**src/rtl/core/gnl_pkg.sv**
```systemverilog
// shared types, constants and helper functions of the grid neighbor cell lister
// used by every module of the block, no dependencies
package gnl_pkg;

  localparam int GRID_DIM_MAX    = 256;
  localparam int SCAN_RADIUS_MAX = 3;

  localparam int CoordW = $clog2(GRID_DIM_MAX);
  localparam int DimW   = 9;
  localparam int RadW   = 2;
  localparam int CellW  = 16;
  localparam int AreaW  = 2 * DimW;
  localparam int CfgIdxW = 2;
  localparam int QDepth = 2;

  typedef enum logic [CfgIdxW-1:0] {
    CFG_GRID_WIDTH  = 2'd0,
    CFG_GRID_HEIGHT = 2'd1,
    CFG_SCAN_RADIUS = 2'd2
  } cfg_idx_e;

  typedef struct packed {
    logic              bad;
    logic [CoordW-1:0] col;
    logic [CoordW-1:0] row;
  } job_t;

  function automatic logic [DimW-1:0] clamp_dim(input logic [DimW-1:0] v);
    logic [DimW-1:0] res;
    res = v;
    if (v == '0) begin
      res = DimW'(1);
    end else if (v > DimW'(GRID_DIM_MAX)) begin
      res = DimW'(GRID_DIM_MAX);
    end
    return res;
  endfunction

  function automatic logic [RadW-1:0] clamp_radius(input logic [RadW-1:0] v);
    logic [RadW-1:0] res;
    res = v;
    if (v > RadW'(SCAN_RADIUS_MAX)) begin
      res = RadW'(SCAN_RADIUS_MAX);
    end
    return res;
  endfunction

endpackage

```
**src/rtl/core/gnl_front.sv**
```systemverilog
// front end: takes a centre cell, checks it against the grid area and
// splits it into column and row with a bit-serial divider; uses gnl_pkg
module gnl_front (
  input  logic                     clk_i,
  input  logic                     rst_ni,
  input  logic                     in_valid_i,
  output logic                     in_stall_o,
  input  logic [gnl_pkg::CellW-1:0] centre_cell_i,
  input  logic [gnl_pkg::DimW-1:0]  width_i,
  input  logic [gnl_pkg::DimW-1:0]  height_i,
  output logic                     push_o,
  output gnl_pkg::job_t            job_o,
  input  logic                     full_i
);

  typedef enum logic [1:0] {
    F_IDLE,
    F_CHECK,
    F_DIV,
    F_PUSH
  } front_state_e;

  localparam int CntW = (gnl_pkg::CoordW > 1) ? $clog2(gnl_pkg::CoordW) : 1;

  front_state_e                  state_q;
  logic [gnl_pkg::CellW-1:0]     cell_q;
  logic [gnl_pkg::DimW-1:0]      rem_q;
  logic [gnl_pkg::CoordW-1:0]    quot_q;
  logic [CntW-1:0]               cnt_q;
  logic                          bad_q;

  logic [gnl_pkg::AreaW-1:0]     area;
  logic                          outside;
  logic [gnl_pkg::DimW:0]        trial;
  logic [gnl_pkg::DimW:0]        diff;
  logic                          ge;

  always_comb begin
    area    = gnl_pkg::AreaW'(width_i) * gnl_pkg::AreaW'(height_i);
    outside = gnl_pkg::AreaW'(cell_q) >= area;
    trial   = {rem_q, cell_q[gnl_pkg::CellW-1]};
    diff    = trial - {1'b0, width_i};
    ge      = trial >= {1'b0, width_i};
  end

  assign in_stall_o = (state_q != F_IDLE);
  assign push_o     = (state_q == F_PUSH) && !full_i;
  assign job_o      = '{bad: bad_q, col: rem_q[gnl_pkg::CoordW-1:0], row: quot_q};

  always_ff @(posedge clk_i or negedge rst_ni) begin
    if (!rst_ni) begin
      state_q <= F_IDLE;
      cell_q  <= '0;
      rem_q   <= '0;
      quot_q  <= '0;
      cnt_q   <= '0;
      bad_q   <= 1'b0;
    end else begin
      case (state_q)
        F_IDLE: begin
          if (in_valid_i) begin
            cell_q  <= centre_cell_i;
            state_q <= F_CHECK;
          end
        end
        F_CHECK: begin
          bad_q <= outside;
          cnt_q <= '0;
          if (outside) begin
            rem_q   <= '0;
            quot_q  <= '0;
            state_q <= F_PUSH;
          end else begin
            rem_q   <= gnl_pkg::DimW'(cell_q >> gnl_pkg::CoordW);
            cell_q  <= cell_q << gnl_pkg::CoordW;
            state_q <= F_DIV;
          end
        end
        F_DIV: begin
          cell_q <= cell_q << 1;
          quot_q <= gnl_pkg::CoordW'({quot_q, ge});
          if (ge) begin
            rem_q <= diff[gnl_pkg::DimW-1:0];
          end else begin
            rem_q <= trial[gnl_pkg::DimW-1:0];
          end
          cnt_q <= cnt_q + CntW'(1);
          if (cnt_q == CntW'(gnl_pkg::CoordW - 1)) begin
            state_q <= F_PUSH;
          end
        end
        F_PUSH: begin
          if (!full_i) begin
            state_q <= F_IDLE;
          end
        end
        default: state_q <= F_IDLE;
      endcase
    end
  end

endmodule

```
**src/rtl/core/gnl_fifo.sv**
```systemverilog
// short job queue between front end and back end
// uses gnl_pkg for the job type and depth
module gnl_fifo (
  input  logic          clk_i,
  input  logic          rst_ni,
  input  logic          push_i,
  input  gnl_pkg::job_t job_i,
  output logic          full_o,
  input  logic          pop_i,
  output logic          valid_o,
  output gnl_pkg::job_t job_o
);

  localparam int PtrW = (gnl_pkg::QDepth > 1) ? $clog2(gnl_pkg::QDepth) : 1;
  localparam int CntW = $clog2(gnl_pkg::QDepth + 1);

  gnl_pkg::job_t   mem_q [gnl_pkg::QDepth];
  logic [PtrW-1:0] wr_ptr_q;
  logic [PtrW-1:0] rd_ptr_q;
  logic [CntW-1:0] count_q;

  assign full_o  = (count_q == CntW'(gnl_pkg::QDepth));
  assign valid_o = (count_q != '0);
  assign job_o   = mem_q[rd_ptr_q];

  always_ff @(posedge clk_i) begin
    if (push_i) begin
      mem_q[wr_ptr_q] <= job_i;
    end
  end

  always_ff @(posedge clk_i or negedge rst_ni) begin
    if (!rst_ni) begin
      wr_ptr_q <= '0;
      rd_ptr_q <= '0;
      count_q  <= '0;
    end else begin
      if (push_i) begin
        wr_ptr_q <= (wr_ptr_q == PtrW'(gnl_pkg::QDepth - 1)) ? '0 : wr_ptr_q + PtrW'(1);
      end
      if (pop_i) begin
        rd_ptr_q <= (rd_ptr_q == PtrW'(gnl_pkg::QDepth - 1)) ? '0 : rd_ptr_q + PtrW'(1);
      end
      case ({push_i, pop_i})
        2'b10:   count_q <= count_q + CntW'(1);
        2'b01:   count_q <= count_q - CntW'(1);
        default: count_q <= count_q;
      endcase
    end
  end

endmodule

```
**src/rtl/core/gnl_back.sv**
```systemverilog
// back end: takes a job from the queue, clips the window at the grid borders
// and walks it row by row into the output register; uses gnl_pkg
module gnl_back (
  input  logic                      clk_i,
  input  logic                      rst_ni,
  input  logic [gnl_pkg::DimW-1:0]  width_i,
  input  logic [gnl_pkg::DimW-1:0]  height_i,
  input  logic [gnl_pkg::RadW-1:0]  radius_i,
  input  logic                      q_valid_i,
  input  gnl_pkg::job_t             job_i,
  output logic                      pop_o,
  output logic                      out_valid_o,
  input  logic                      out_stall_i,
  output logic [gnl_pkg::CellW-1:0] seen_cell_o,
  output logic                      last_cell_o,
  output logic                      bad_index_o
);

  typedef enum logic [1:0] {
    B_IDLE,
    B_BOUND,
    B_BASE,
    B_EMIT
  } back_state_e;

  localparam int DimW   = gnl_pkg::DimW;
  localparam int CoordW = gnl_pkg::CoordW;
  localparam int CellW  = gnl_pkg::CellW;

  back_state_e       state_q;
  gnl_pkg::job_t     job_q;
  logic [CoordW-1:0] x0_q, x1_q, y0_q, y1_q;
  logic [CoordW-1:0] x_q, y_q;
  logic [CellW-1:0]  base_q;
  logic              out_valid_q;
  logic [CellW-1:0]  seen_q;
  logic              last_q;
  logic              bad_q;

  logic [DimW-1:0]   col_ext, row_ext, rad_ext, wmax, hmax;
  logic [DimW-1:0]   col_sum, row_sum;
  logic [CoordW-1:0] x0_d, x1_d, y0_d, y1_d;
  logic [DimW+CoordW-1:0] base_prod;
  logic              fire;
  logic              at_end;
  logic              row_end;

  always_comb begin
    col_ext = DimW'(job_q.col);
    row_ext = DimW'(job_q.row);
    rad_ext = DimW'(radius_i);
    wmax    = width_i - DimW'(1);
    hmax    = height_i - DimW'(1);
    col_sum = col_ext + rad_ext;
    row_sum = row_ext + rad_ext;
    x0_d = (col_ext >= rad_ext) ? CoordW'(col_ext - rad_ext) : '0;
    y0_d = (row_ext >= rad_ext) ? CoordW'(row_ext - rad_ext) : '0;
    x1_d = (col_sum > wmax) ? CoordW'(wmax) : CoordW'(col_sum);
    y1_d = (row_sum > hmax) ? CoordW'(hmax) : CoordW'(row_sum);
    if (job_q.bad) begin
      x0_d = '0;
      x1_d = '0;
      y0_d = '0;
      y1_d = '0;
    end
    base_prod = (DimW + CoordW)'(y0_q) * (DimW + CoordW)'(width_i);
    fire    = (state_q == B_EMIT) && (!out_valid_q || !out_stall_i);
    row_end = (x_q == x1_q);
    at_end  = row_end && (y_q == y1_q);
  end

  assign pop_o       = (state_q == B_IDLE) && q_valid_i;
  assign out_valid_o = out_valid_q;
  assign seen_cell_o = seen_q;
  assign last_cell_o = last_q;
  assign bad_index_o = bad_q;

  always_ff @(posedge clk_i or negedge rst_ni) begin
    if (!rst_ni) begin
      state_q     <= B_IDLE;
      job_q       <= '0;
      x0_q        <= '0;
      x1_q        <= '0;
      y0_q        <= '0;
      y1_q        <= '0;
      x_q         <= '0;
      y_q         <= '0;
      base_q      <= '0;
      out_valid_q <= 1'b0;
      seen_q      <= '0;
      last_q      <= 1'b0;
      bad_q       <= 1'b0;
    end else begin
      if (fire) begin
        out_valid_q <= 1'b1;
        seen_q      <= base_q + CellW'(x_q);
        last_q      <= at_end;
        bad_q       <= job_q.bad;
      end else if (!out_stall_i) begin
        out_valid_q <= 1'b0;
      end
      case (state_q)
        B_IDLE: begin
          if (q_valid_i) begin
            job_q   <= job_i;
            state_q <= B_BOUND;
          end
        end
        B_BOUND: begin
          x0_q    <= x0_d;
          x1_q    <= x1_d;
          y0_q    <= y0_d;
          y1_q    <= y1_d;
          state_q <= B_BASE;
        end
        B_BASE: begin
          base_q  <= CellW'(base_prod);
          x_q     <= x0_q;
          y_q     <= y0_q;
          state_q <= B_EMIT;
        end
        B_EMIT: begin
          if (fire) begin
            if (at_end) begin
              state_q <= B_IDLE;
            end else if (row_end) begin
              x_q    <= x0_q;
              y_q    <= y_q + CoordW'(1);
              base_q <= base_q + CellW'(width_i);
            end else begin
              x_q <= x_q + CoordW'(1);
            end
          end
        end
        default: state_q <= B_IDLE;
      endcase
    end
  end

endmodule

```
**src/rtl/core/grid_neighbor_cell_lister.sv**
```systemverilog
// Top level of the grid neighbor cell lister: config registers, front end,
// job queue and back end. Depends on gnl_pkg, gnl_front, gnl_fifo, gnl_back.
//
// Each center cell index is split into column and row by a one-bit-a-cycle
// divider in the front end (steps per item: capture, area check, 8 divide
// steps unless the index is outside the grid, queue push). The back end
// then runs its setup (queue pop, border clipping, row base multiply) and
// emits one window cell per cycle while the output is not stalled, row by
// row, left to right, last_cell set on the final one; a center index at or
// past width * height yields one item with bad_index set and seen_cell 0.
// The two ends overlap through a two-entry job queue, so the sustained rate
// is set by the back end's setup and walk over the clipped window (1 to 49
// cells), or by the front end's divider when the window is small.
// Config writes are always taken (cfg_ready_o high) and must only happen
// while the block is idle.
module grid_neighbor_cell_lister (
  input  logic                         clk_i,
  input  logic                         rst_ni,
  input  logic                         cfg_valid_i,
  output logic                         cfg_ready_o,
  input  logic [gnl_pkg::CfgIdxW-1:0]  cfg_index_i,
  input  logic [gnl_pkg::DimW-1:0]     cfg_data_i,
  input  logic                         in_valid_i,
  output logic                         in_stall_o,
  input  logic [gnl_pkg::CellW-1:0]    centre_cell_i,
  output logic                         out_valid_o,
  input  logic                         out_stall_i,
  output logic [gnl_pkg::CellW-1:0]    seen_cell_o,
  output logic                         last_cell_o,
  output logic                         bad_index_o
);

  logic [gnl_pkg::DimW-1:0] grid_width_q;
  logic [gnl_pkg::DimW-1:0] grid_height_q;
  logic [gnl_pkg::RadW-1:0] scan_radius_q;
  logic [gnl_pkg::DimW-1:0] width_eff;
  logic [gnl_pkg::DimW-1:0] height_eff;
  logic [gnl_pkg::RadW-1:0] radius_eff;

  logic          front_stall;
  logic          q_push;
  logic          q_full;
  logic          q_pop;
  logic          q_valid;
  gnl_pkg::job_t push_job;
  gnl_pkg::job_t pop_job;

  assign cfg_ready_o = 1'b1;
  assign width_eff   = gnl_pkg::clamp_dim(grid_width_q);
  assign height_eff  = gnl_pkg::clamp_dim(grid_height_q);
  assign radius_eff  = gnl_pkg::clamp_radius(scan_radius_q);
  assign in_stall_o  = front_stall;

  always_ff @(posedge clk_i or negedge rst_ni) begin
    if (!rst_ni) begin
      grid_width_q  <= gnl_pkg::DimW'(64);
      grid_height_q <= gnl_pkg::DimW'(64);
      scan_radius_q <= gnl_pkg::RadW'(1);
    end else if (cfg_valid_i && cfg_ready_o) begin
      case (cfg_index_i)
        gnl_pkg::CFG_GRID_WIDTH:  grid_width_q  <= cfg_data_i;
        gnl_pkg::CFG_GRID_HEIGHT: grid_height_q <= cfg_data_i;
        gnl_pkg::CFG_SCAN_RADIUS: scan_radius_q <= cfg_data_i[gnl_pkg::RadW-1:0];
        default: ;
      endcase
    end
  end

  gnl_front u_front (
    .clk_i         (clk_i),
    .rst_ni        (rst_ni),
    .in_valid_i    (in_valid_i),
    .in_stall_o    (front_stall),
    .centre_cell_i (centre_cell_i),
    .width_i       (width_eff),
    .height_i      (height_eff),
    .push_o        (q_push),
    .job_o         (push_job),
    .full_i        (q_full)
  );

  gnl_fifo u_fifo (
    .clk_i   (clk_i),
    .rst_ni  (rst_ni),
    .push_i  (q_push),
    .job_i   (push_job),
    .full_o  (q_full),
    .pop_i   (q_pop),
    .valid_o (q_valid),
    .job_o   (pop_job)
  );

  gnl_back u_back (
    .clk_i       (clk_i),
    .rst_ni      (rst_ni),
    .width_i     (width_eff),
    .height_i    (height_eff),
    .radius_i    (radius_eff),
    .q_valid_i   (q_valid),
    .job_i       (pop_job),
    .pop_o       (q_pop),
    .out_valid_o (out_valid_o),
    .out_stall_i (out_stall_i),
    .seen_cell_o (seen_cell_o),
    .last_cell_o (last_cell_o),
    .bad_index_o (bad_index_o)
  );

  // an out-of-grid center gives exactly one item, cell zero
  assert property (@(posedge clk_i) disable iff (!rst_ni)
    out_valid_o && bad_index_o |-> last_cell_o && (seen_cell_o == '0))
    else $error("bad index item not a single zero cell");

  // queue never written while full or read while empty
  assert property (@(posedge clk_i) disable iff (!rst_ni)
    !(q_push && q_full) && !(q_pop && !q_valid))
    else $error("job queue overflow or underflow");

  // a good window cell lies inside the grid area
  assert property (@(posedge clk_i) disable iff (!rst_ni)
    out_valid_o && !bad_index_o |->
      (gnl_pkg::AreaW'(seen_cell_o) <
       gnl_pkg::AreaW'(width_eff) * gnl_pkg::AreaW'(height_eff)))
    else $error("window cell outside grid");

endmodule
```
**config.mk**
```make
export PLATFORM = sky130hd
export DESIGN_NAME = grid_neighbor_cell_lister
export DESIGN_NICKNAME = d
export VERILOG_FILES = /design/src/rtl/core/gnl_pkg.sv /design/src/rtl/core/gnl_front.sv /design/src/rtl/core/gnl_fifo.sv /design/src/rtl/core/gnl_back.sv /design/src/rtl/core/grid_neighbor_cell_lister.sv
export SDC_FILE = /design/constraint.sdc
export NUM_CORES = 1
export LEC_CHECK = 0
export BUFFER_PORTS_ARGS = -buffer_cell sky130_fd_sc_hd__buf_2
export CORE_UTILIZATION = 30
export CTS_BUF_LIST = sky130_fd_sc_hd__clkbuf_2 sky130_fd_sc_hd__clkbuf_4 sky130_fd_sc_hd__clkbuf_8
export CTS_CLUSTER_DIAMETER = 100
export DETAILED_ROUTE_END_ITERATION = 10
export PLACE_DENSITY_LB_ADDON = 0.05
export SYNTH_ARGS = -nofsm -noshare
export SYNTH_HDL_FRONTEND = slang
export SYNTH_SLANG_ARGS = --single-unit
```
**constraint.sdc**
```tcl
create_clock -name clk_i -period 11.2 [get_ports clk_i]
set_input_delay 2.8 -clock clk_i [delete_from_list [all_inputs] [get_ports clk_i]]
set_output_delay 2.8 -clock clk_i [all_outputs]
set_load 0.02 [all_outputs]
```
==> results.json, run 1 <==
{
  "ctsHoldBuffers": 0,
  "antenna_found_initial": 0,
  "cts_buffers": 17,
  "place_congestion": 0.805,
  "relSlewSlack_pct": 21.3,
  "gr-total-overflow": 0,
  "dp_cells": 2496,
  "portBuffers": 51,
  "fin_skew_ns": 0.0191,
  "synth.avg_cell_area_um2": 9.10,
  "core_area_um2": 54000,
  "vdd_ir_drop_max_mv": 0.271,
  "crit_path_frequent_cell": "fa_1",
  "drc": 0,
  "rsz0062_at_grt": "false",
  "grt_pass1_wl_um": 76500,
  "clock_latency_ns": 0.56,
  "cts.clk_slew.worst_paths_ns": 0.11,
  "fin_crit_sh_pct": 73.3,
  "finalPower_mw": 5.09,
  "synthArstFlopShare_pct": 82.9,
  "whs_ns": 0.483,
  "n_antenna_cell": 0,
  "grt_max_degree": 63,
  "critPathRequiredTime_ns": 11.65,
  "post_cts_buffers": 0,
  "rr_worst_depth": 25,
  "synth_top_area_share_pct": 24.6,
  "fp.dieW_um": 236,
  "synth_area_leaders": "dfrtp_1 (25%), ha_1 (12%), fa_1 (12%)",
  "wl_per_cell_um": 18.9,
  "finalSetupViolCount": 0,
  "synthToLayoutAreaGrowth_pct": 8.26,
  "initial_core_util_pct": 30.5,
  "final_nets": 2106,
  "post-route-min-period_ns": 8.21,
  "cts_max_level": 4,
  "drv_cap": 0,
  "critPathKind": "reg2reg",
  "post-place-ws_ns": 2.96,
  "cts_tree": "yes",
  "ys_warn_count": 0,
  "p_per_area_nw_per_um2": 285,
  "viasPerCell": 4.89,
  "drive_gt1_share_pct": 8.68,
  "syn-num-nets": 2099,
  "crit_family": "adder cells",
  "totalWireLength_um": 47900,
  "crit_arrival_ns": 8.66,
  "via_count": 12362,
  "setup_slack_ns": 2.99,
  "drtIter0Drc": 674,
  "fp.dieArea_um2": 55900,
  "netlist_area_um2": 16500,
  "tns_ns": 0,
  "p_leak_nw": 8.30,
  "fin_util_pct": 33.0,
  "switching_share_pct": 50.7,
  "clock-root-buffer": "clkbuf_8",
  "postSynthCellCount": 1812,
  "worstSetupStartpointType": "flip-flop",
  "finalInstanceArea_um2": 17800,
  "critPathCaptureType": "flip-flop",
  "fmax_mhz": 122,
  "post_cts_resized": 0,
  "power_frac_clock_pct": 10.4,
  "synth_seq_area_share_pct": 31.3,
  "synth_cell_types": 80,
  "p_int_mw": 2.51,
  "drv_slew": 0,
  "worstSetupPathDepth": 25,
  "place_area_um2": 17400,
  "num_rows": 85,
  "grt_pass1_vias": 12853,
  "critPathSlowestCell": "nor2_1",
  "hpwl_um": 37000,
  "hold_depth": 2,
  "synth_edf_count": 34,
  "ios": 53,
  "outcome": "finished clean",
  "tightest_slew_ns": 1.18,
  "grt_use_total_pct": 18.0,
  "hold_class": "reg2reg",
  "switching_power_mw": 2.58,
  "cts_sinks": 199,
  "crit_buf_inv": 3,
  "slowest_delay_ns": 0.87,
  "clk_path_buf_depth": 2,
  "yosys.area.top_type": "dfrtp_1",
  "dieHeight_um": 236,
  "dr.pass1.iters": 5,
  "hold_viol_final": 0,
  "ys.flop_type": "dfrtp_1",
  "ys_ff_latch": 199,
  "cp_max_fo": 9,
  "postRouteAntennaNets": 0,
  "p_seq_share_pct": 28.3,
  "final_cells": 2528,
  "combinationalPowerShare_pct": 61.3
}
[layer usage]
metal	GRT usage (%)	vias to the layer above	routed length (µm)
met5	0	-	0
met1	24.2	6018	22800
li1	-	6128	-
met2	29.3	171	22700
met3	2.86	45	1370
met4	5.90	0	975
[synth_stat cells, drive strengths merged, types with 5 or more instances]
library cell  count
nor4              8
o22ai            25
nand2b           15
nand4            12
o2111ai           5
o21ai           115
a22o             10
a211oi            6
mux2i            28
ha              157
a21oi            89
a21o             15
clkinv            6
o211ai            7
mux2             23
a22oi            12
nor3             28
or3               5
o21a             10
buf              15
o21bai            5
xnor2            55
clkbuf           66
a31oi            11
edfxtp           34
fa               98
xor2             51
nand2           203
nor2b            28
and2             15
dfrtp           162
o41ai             6
nand3            38
nor2            164
and3             16
inv             210
o32ai            12
[logic make-up (layout without fill, tap and decap cells)]
family	Yosys count	after routing	share of synthesized area, %
AND/OR/NAND/NOR	546	546	15.1
AO/OA/AOI/OAI	357	357	13.9
buffers and inverters	297	317	6.97
adder cells (fa/ha/maj)	255	255	23.8
flip-flops	199	199	31.3
XOR/XNOR	106	106	5.68
multiplexers	51	51	3.29
other	1	1	0.0227
[cells in the final DEF (no fill, tap or decap), types with 27 or more instances in the layout]
cell      instances
o21ai_0          93
buf_2            50
nor3_1           28
xnor2_1          54
nand2_1         202
mux2i_1          28
ha_1            157
edfxtp_1         34
nand3_1          37
a21oi_1          88
nor2_1          163
xor2_1           51
nor2b_1          27
fa_1             98
inv_1           210
dfrtp_1         162
[final timing paths]
kind                                             from  slack, ns                      to
worst min register to register  u_back.seen_cell_o[4]       0.48   u_back.seen_cell_o[4]
worst min-delay path            u_back.seen_cell_o[4]       0.48   u_back.seen_cell_o[4]
worst max-delay path                  grid_width_q[4]       2.99       u_front.quot_q[0]
max in group asynchronous                      rst_ni       6.96        u_front.rem_q[8]
worst max register to register        grid_width_q[4]       2.99       u_front.quot_q[0]
min in group asynchronous                      rst_ni       2.20  u_back.seen_cell_o[15]
[power by group through the flow]
stage               combinational, mW  sequential [mW]  clock [mW]
floorplan                        2.43             1.27           0
global placement                 3.14             1.46           0
detailed placement               3.14             1.47           0
CTS                              3.17             1.45       0.557
global route                     3.59             1.49       0.580
finish                           3.12             1.44       0.531
[area by class of cell]
type                            count  area, µm²
Multi-Input combinational cell   1316      10200
Sequential cell                   199       5150
Tap cell                          696        871
Timing Repair Buffer               69        397
Inverter                          216        811
Clock inverter                     13        165
Fill cell                        5699      36200
Clock buffer                       19        262
[state kept, by name, indices dropped and copies added, names as in the netlist, 9 cells and up]
| name | cells |
|---|---|
| u_back.base_q | 16 |
| grid_height_q | 9 |
| u_front.cell_q | 16 |
| u_front.rem_q | 9 |
| u_fifo.mem_q | 34 |
| grid_width_q | 9 |
| u_back.job_q | 9 |
| u_back.seen_cell_o | 16 |
[worst min-delay path: cells and delay by family (launching register included)]
family / cells / cell delay [ns]
compound gates: 1 / 0.05
simple gates: 1 / 0.05
flops: 1 / 0.35
(Power assumes the default switching activity.)
==> run 2, diff against run 1 <==
==> constraint.sdc (replaced) <==
create_clock -name clk_i -period 8.55 [get_ports clk_i]
set_input_delay 2.1375 -clock clk_i [delete_from_list [all_inputs] [get_ports clk_i]]
set_output_delay 2.1375 -clock clk_i [all_outputs]
set_load 0.02 [all_outputs]
==> results.json, run 2 (same netlist as run 1, synthesis figures left out) <==
{
  "outcome": "finished clean",
  "rrSetupSlack_ns": 0.96,
  "totalWireLength_um": 47300,
  "largest_reg_flops": 34,
  "hold_end": "u_fifo.mem_q[0][16]",
  "critPathSlowestCell": "fa_1",
  "cts_max_level": 4,
  "drv_cap": 0,
  "layout_commonest_cell": "inv_1",
  "via_count": 12373,
  "p_seq_share_pct": 28.0,
  "tns_ns": 0,
  "core_area_um2": 54000,
  "grt_use_total_pct": 17.7,
  "post_cts_buffers": 0,
  "p_per_area_nw_per_um2": 372,
  "holdCritStartpoint": "u_front.bad_q",
  "grt_pass1_wl_um": 75100,
  "critPathRequiredTime_ns": 9.01,
  "ios": 53,
  "fmax_mhz": 132,
  "portBuffers": 51,
  "fp.dieW_um": 236,
  "dr.pass1.iters": 5,
  "drive_gt1_share_pct": 9.02,
  "drv_slew": 0,
  "drtIter0Drc": 681,
  "slowest_delay_ns": 0.55,
  "vdd_ir_drop_max_mv": 0.402,
  "combinationalPowerShare_pct": 61.3,
  "synthToLayoutAreaGrowth_pct": 8.73,
  "r2r-end": "u_front.quot_q[0]",
  "rsz0062_at_grt": "false",
  "regMostFlops": "u_fifo.mem_q",
  "cp_max_fo": 15,
  "power_frac_clock_pct": 10.7,
  "hold_class": "reg2reg",
  "num_rows": 85,
  "initial_core_util_pct": 30.5,
  "wl_per_cell_um": 18.6,
  "antenna_found_initial": 1,
  "fin_crit_sh_pct": 88.7,
  "fin_skew_ns": 0.0221,
  "final_cell_mix": "inv_1 (210), nand2_1 (202), nor2_1 (163), dfrtp_1 (162), ha_1 (157)",
  "fill_cells": 5629,
  "viasPerCell": 4.88,
  "switching_share_pct": 50.3,
  "cts_tree": "yes",
  "crit_arrival_ns": 8.04,
  "grt_pass1_vias": 12567,
  "post_cts_resized": 0,
  "grt_max_degree": 69,
  "gr-total-overflow": 0,
  "worstSetupStartpointType": "flip-flop",
  "finalSetupViolCount": 0,
  "p_leak_nw": 8.35,
  "ctsHoldBuffers": 0,
  "clock-root-buffer": "clkbuf_8",
  "critPathKind": "reg2reg",
  "multi_input_area_um2": 10200,
  "postRouteAntennaNets": 0,
  "critPathCaptureType": "flip-flop",
  "hpwl_um": 36800,
  "crit_path_frequent_cell": "fa_1",
  "rr_worst_depth": 26,
  "r2r-start": "grid_width_q[8]",
  "switching_power_mw": 3.35,
  "hold_depth": 0,
  "relSlewSlack_pct": 21.1,
  "post-place-ws_ns": 0.951,
  "cts_sinks": 199,
  "final_nets": 2115,
  "fp.dieArea_um2": 55900,
  "clock_latency_ns": 0.57,
  "clk_path_buf_depth": 2,
  "setup_slack_ns": 0.964,
  "worstSetupStartpoint": "grid_width_q[8]",
  "dieHeight_um": 236,
  "post-route-min-period_ns": 7.59,
  "tightest_slew_ns": 1.18,
  "cts.clk_slew.worst_paths_ns": 0.11,
  "hold_viol_final": 0,
  "p_int_mw": 3.31,
  "drc": 0,
  "place_congestion": 0.820,
  "regArea_um2": 5150,
  "cts_buffers": 17
}
[run 2: power groups by stage]
stage	clock, mW	combinational, mW	sequential (mW)
after floorplan	0	3.18	1.66
after detailed placement	0	4.11	1.90
final	0.713	4.08	1.87
after global placement	0	4.11	1.90
after global routing	0.774	4.69	1.93
after CTS	0.751	4.15	1.88
[run 2: cell type report]
cell class,count,area share (%)
Antenna cell,1,0.0140
Clock buffer,18,1.35
Clock inverter,14,1.07
Inverter,216,4.52
Multi-Input combinational cell,1316,56.8
Sequential cell,199,28.8
Tap cell,696,4.86
Timing Repair Buffer,78,2.59
[run 2: layer usage]
| layer | GRT usage, % | share of wire, % |
|---|---|---|
| met1 | 24.3 | 49 |
| met3 | 2.47 | 2.5 |
| met4 | 4.78 | 1.2 |
| met2 | 29.0 | 48 |
| met5 | 0 | 0.019 |
[run 2: stage by stage]
stage | power (mW) | instance area, µm² | hold WS (ns) | instances | utilization [%]
floorplan | 4.84 | 16500 | 0.442 | 1812 | -
global placement | 6.01 | 17500 | 0.457 | 2505 | 32.4
detailed placement | 6.01 | 17500 | 0.453 | 2505 | 32.4
CTS | 6.78 | 17900 | 0.477 | 2537 | 33.2
global route | 7.40 | 17900 | 0.505 | 2537 | 33.2
finish | 6.66 | 17900 | 0.478 | 2538 | 33.2
[run 2: how the worst max path moves through the flow]
stage | to | slack, ns | cells past startpoint
after floorplan | u_front.quot_q[0] | 1.91 | 30
after global placement | u_front.quot_q[0] | 1.02 | 26
after detailed placement | u_front.quot_q[0] | 0.95 | 26
after CTS | u_front.quot_q[0] | 0.90 | 26
after global routing | u_front.quot_q[0] | 0.53 | 26
final | u_front.quot_q[0] | 0.96 | 26
[run 2: critical path: cells and delay by family, from the launching register on]
kind	cells	cell delay, ns
compound gates	5	1.26
flops	1	0.42
fa+ha+maj	6	2.70
xor+xnor	1	0.10
buf+inv	5	0.90
mux	1	0.38
simple gates	8	1.69
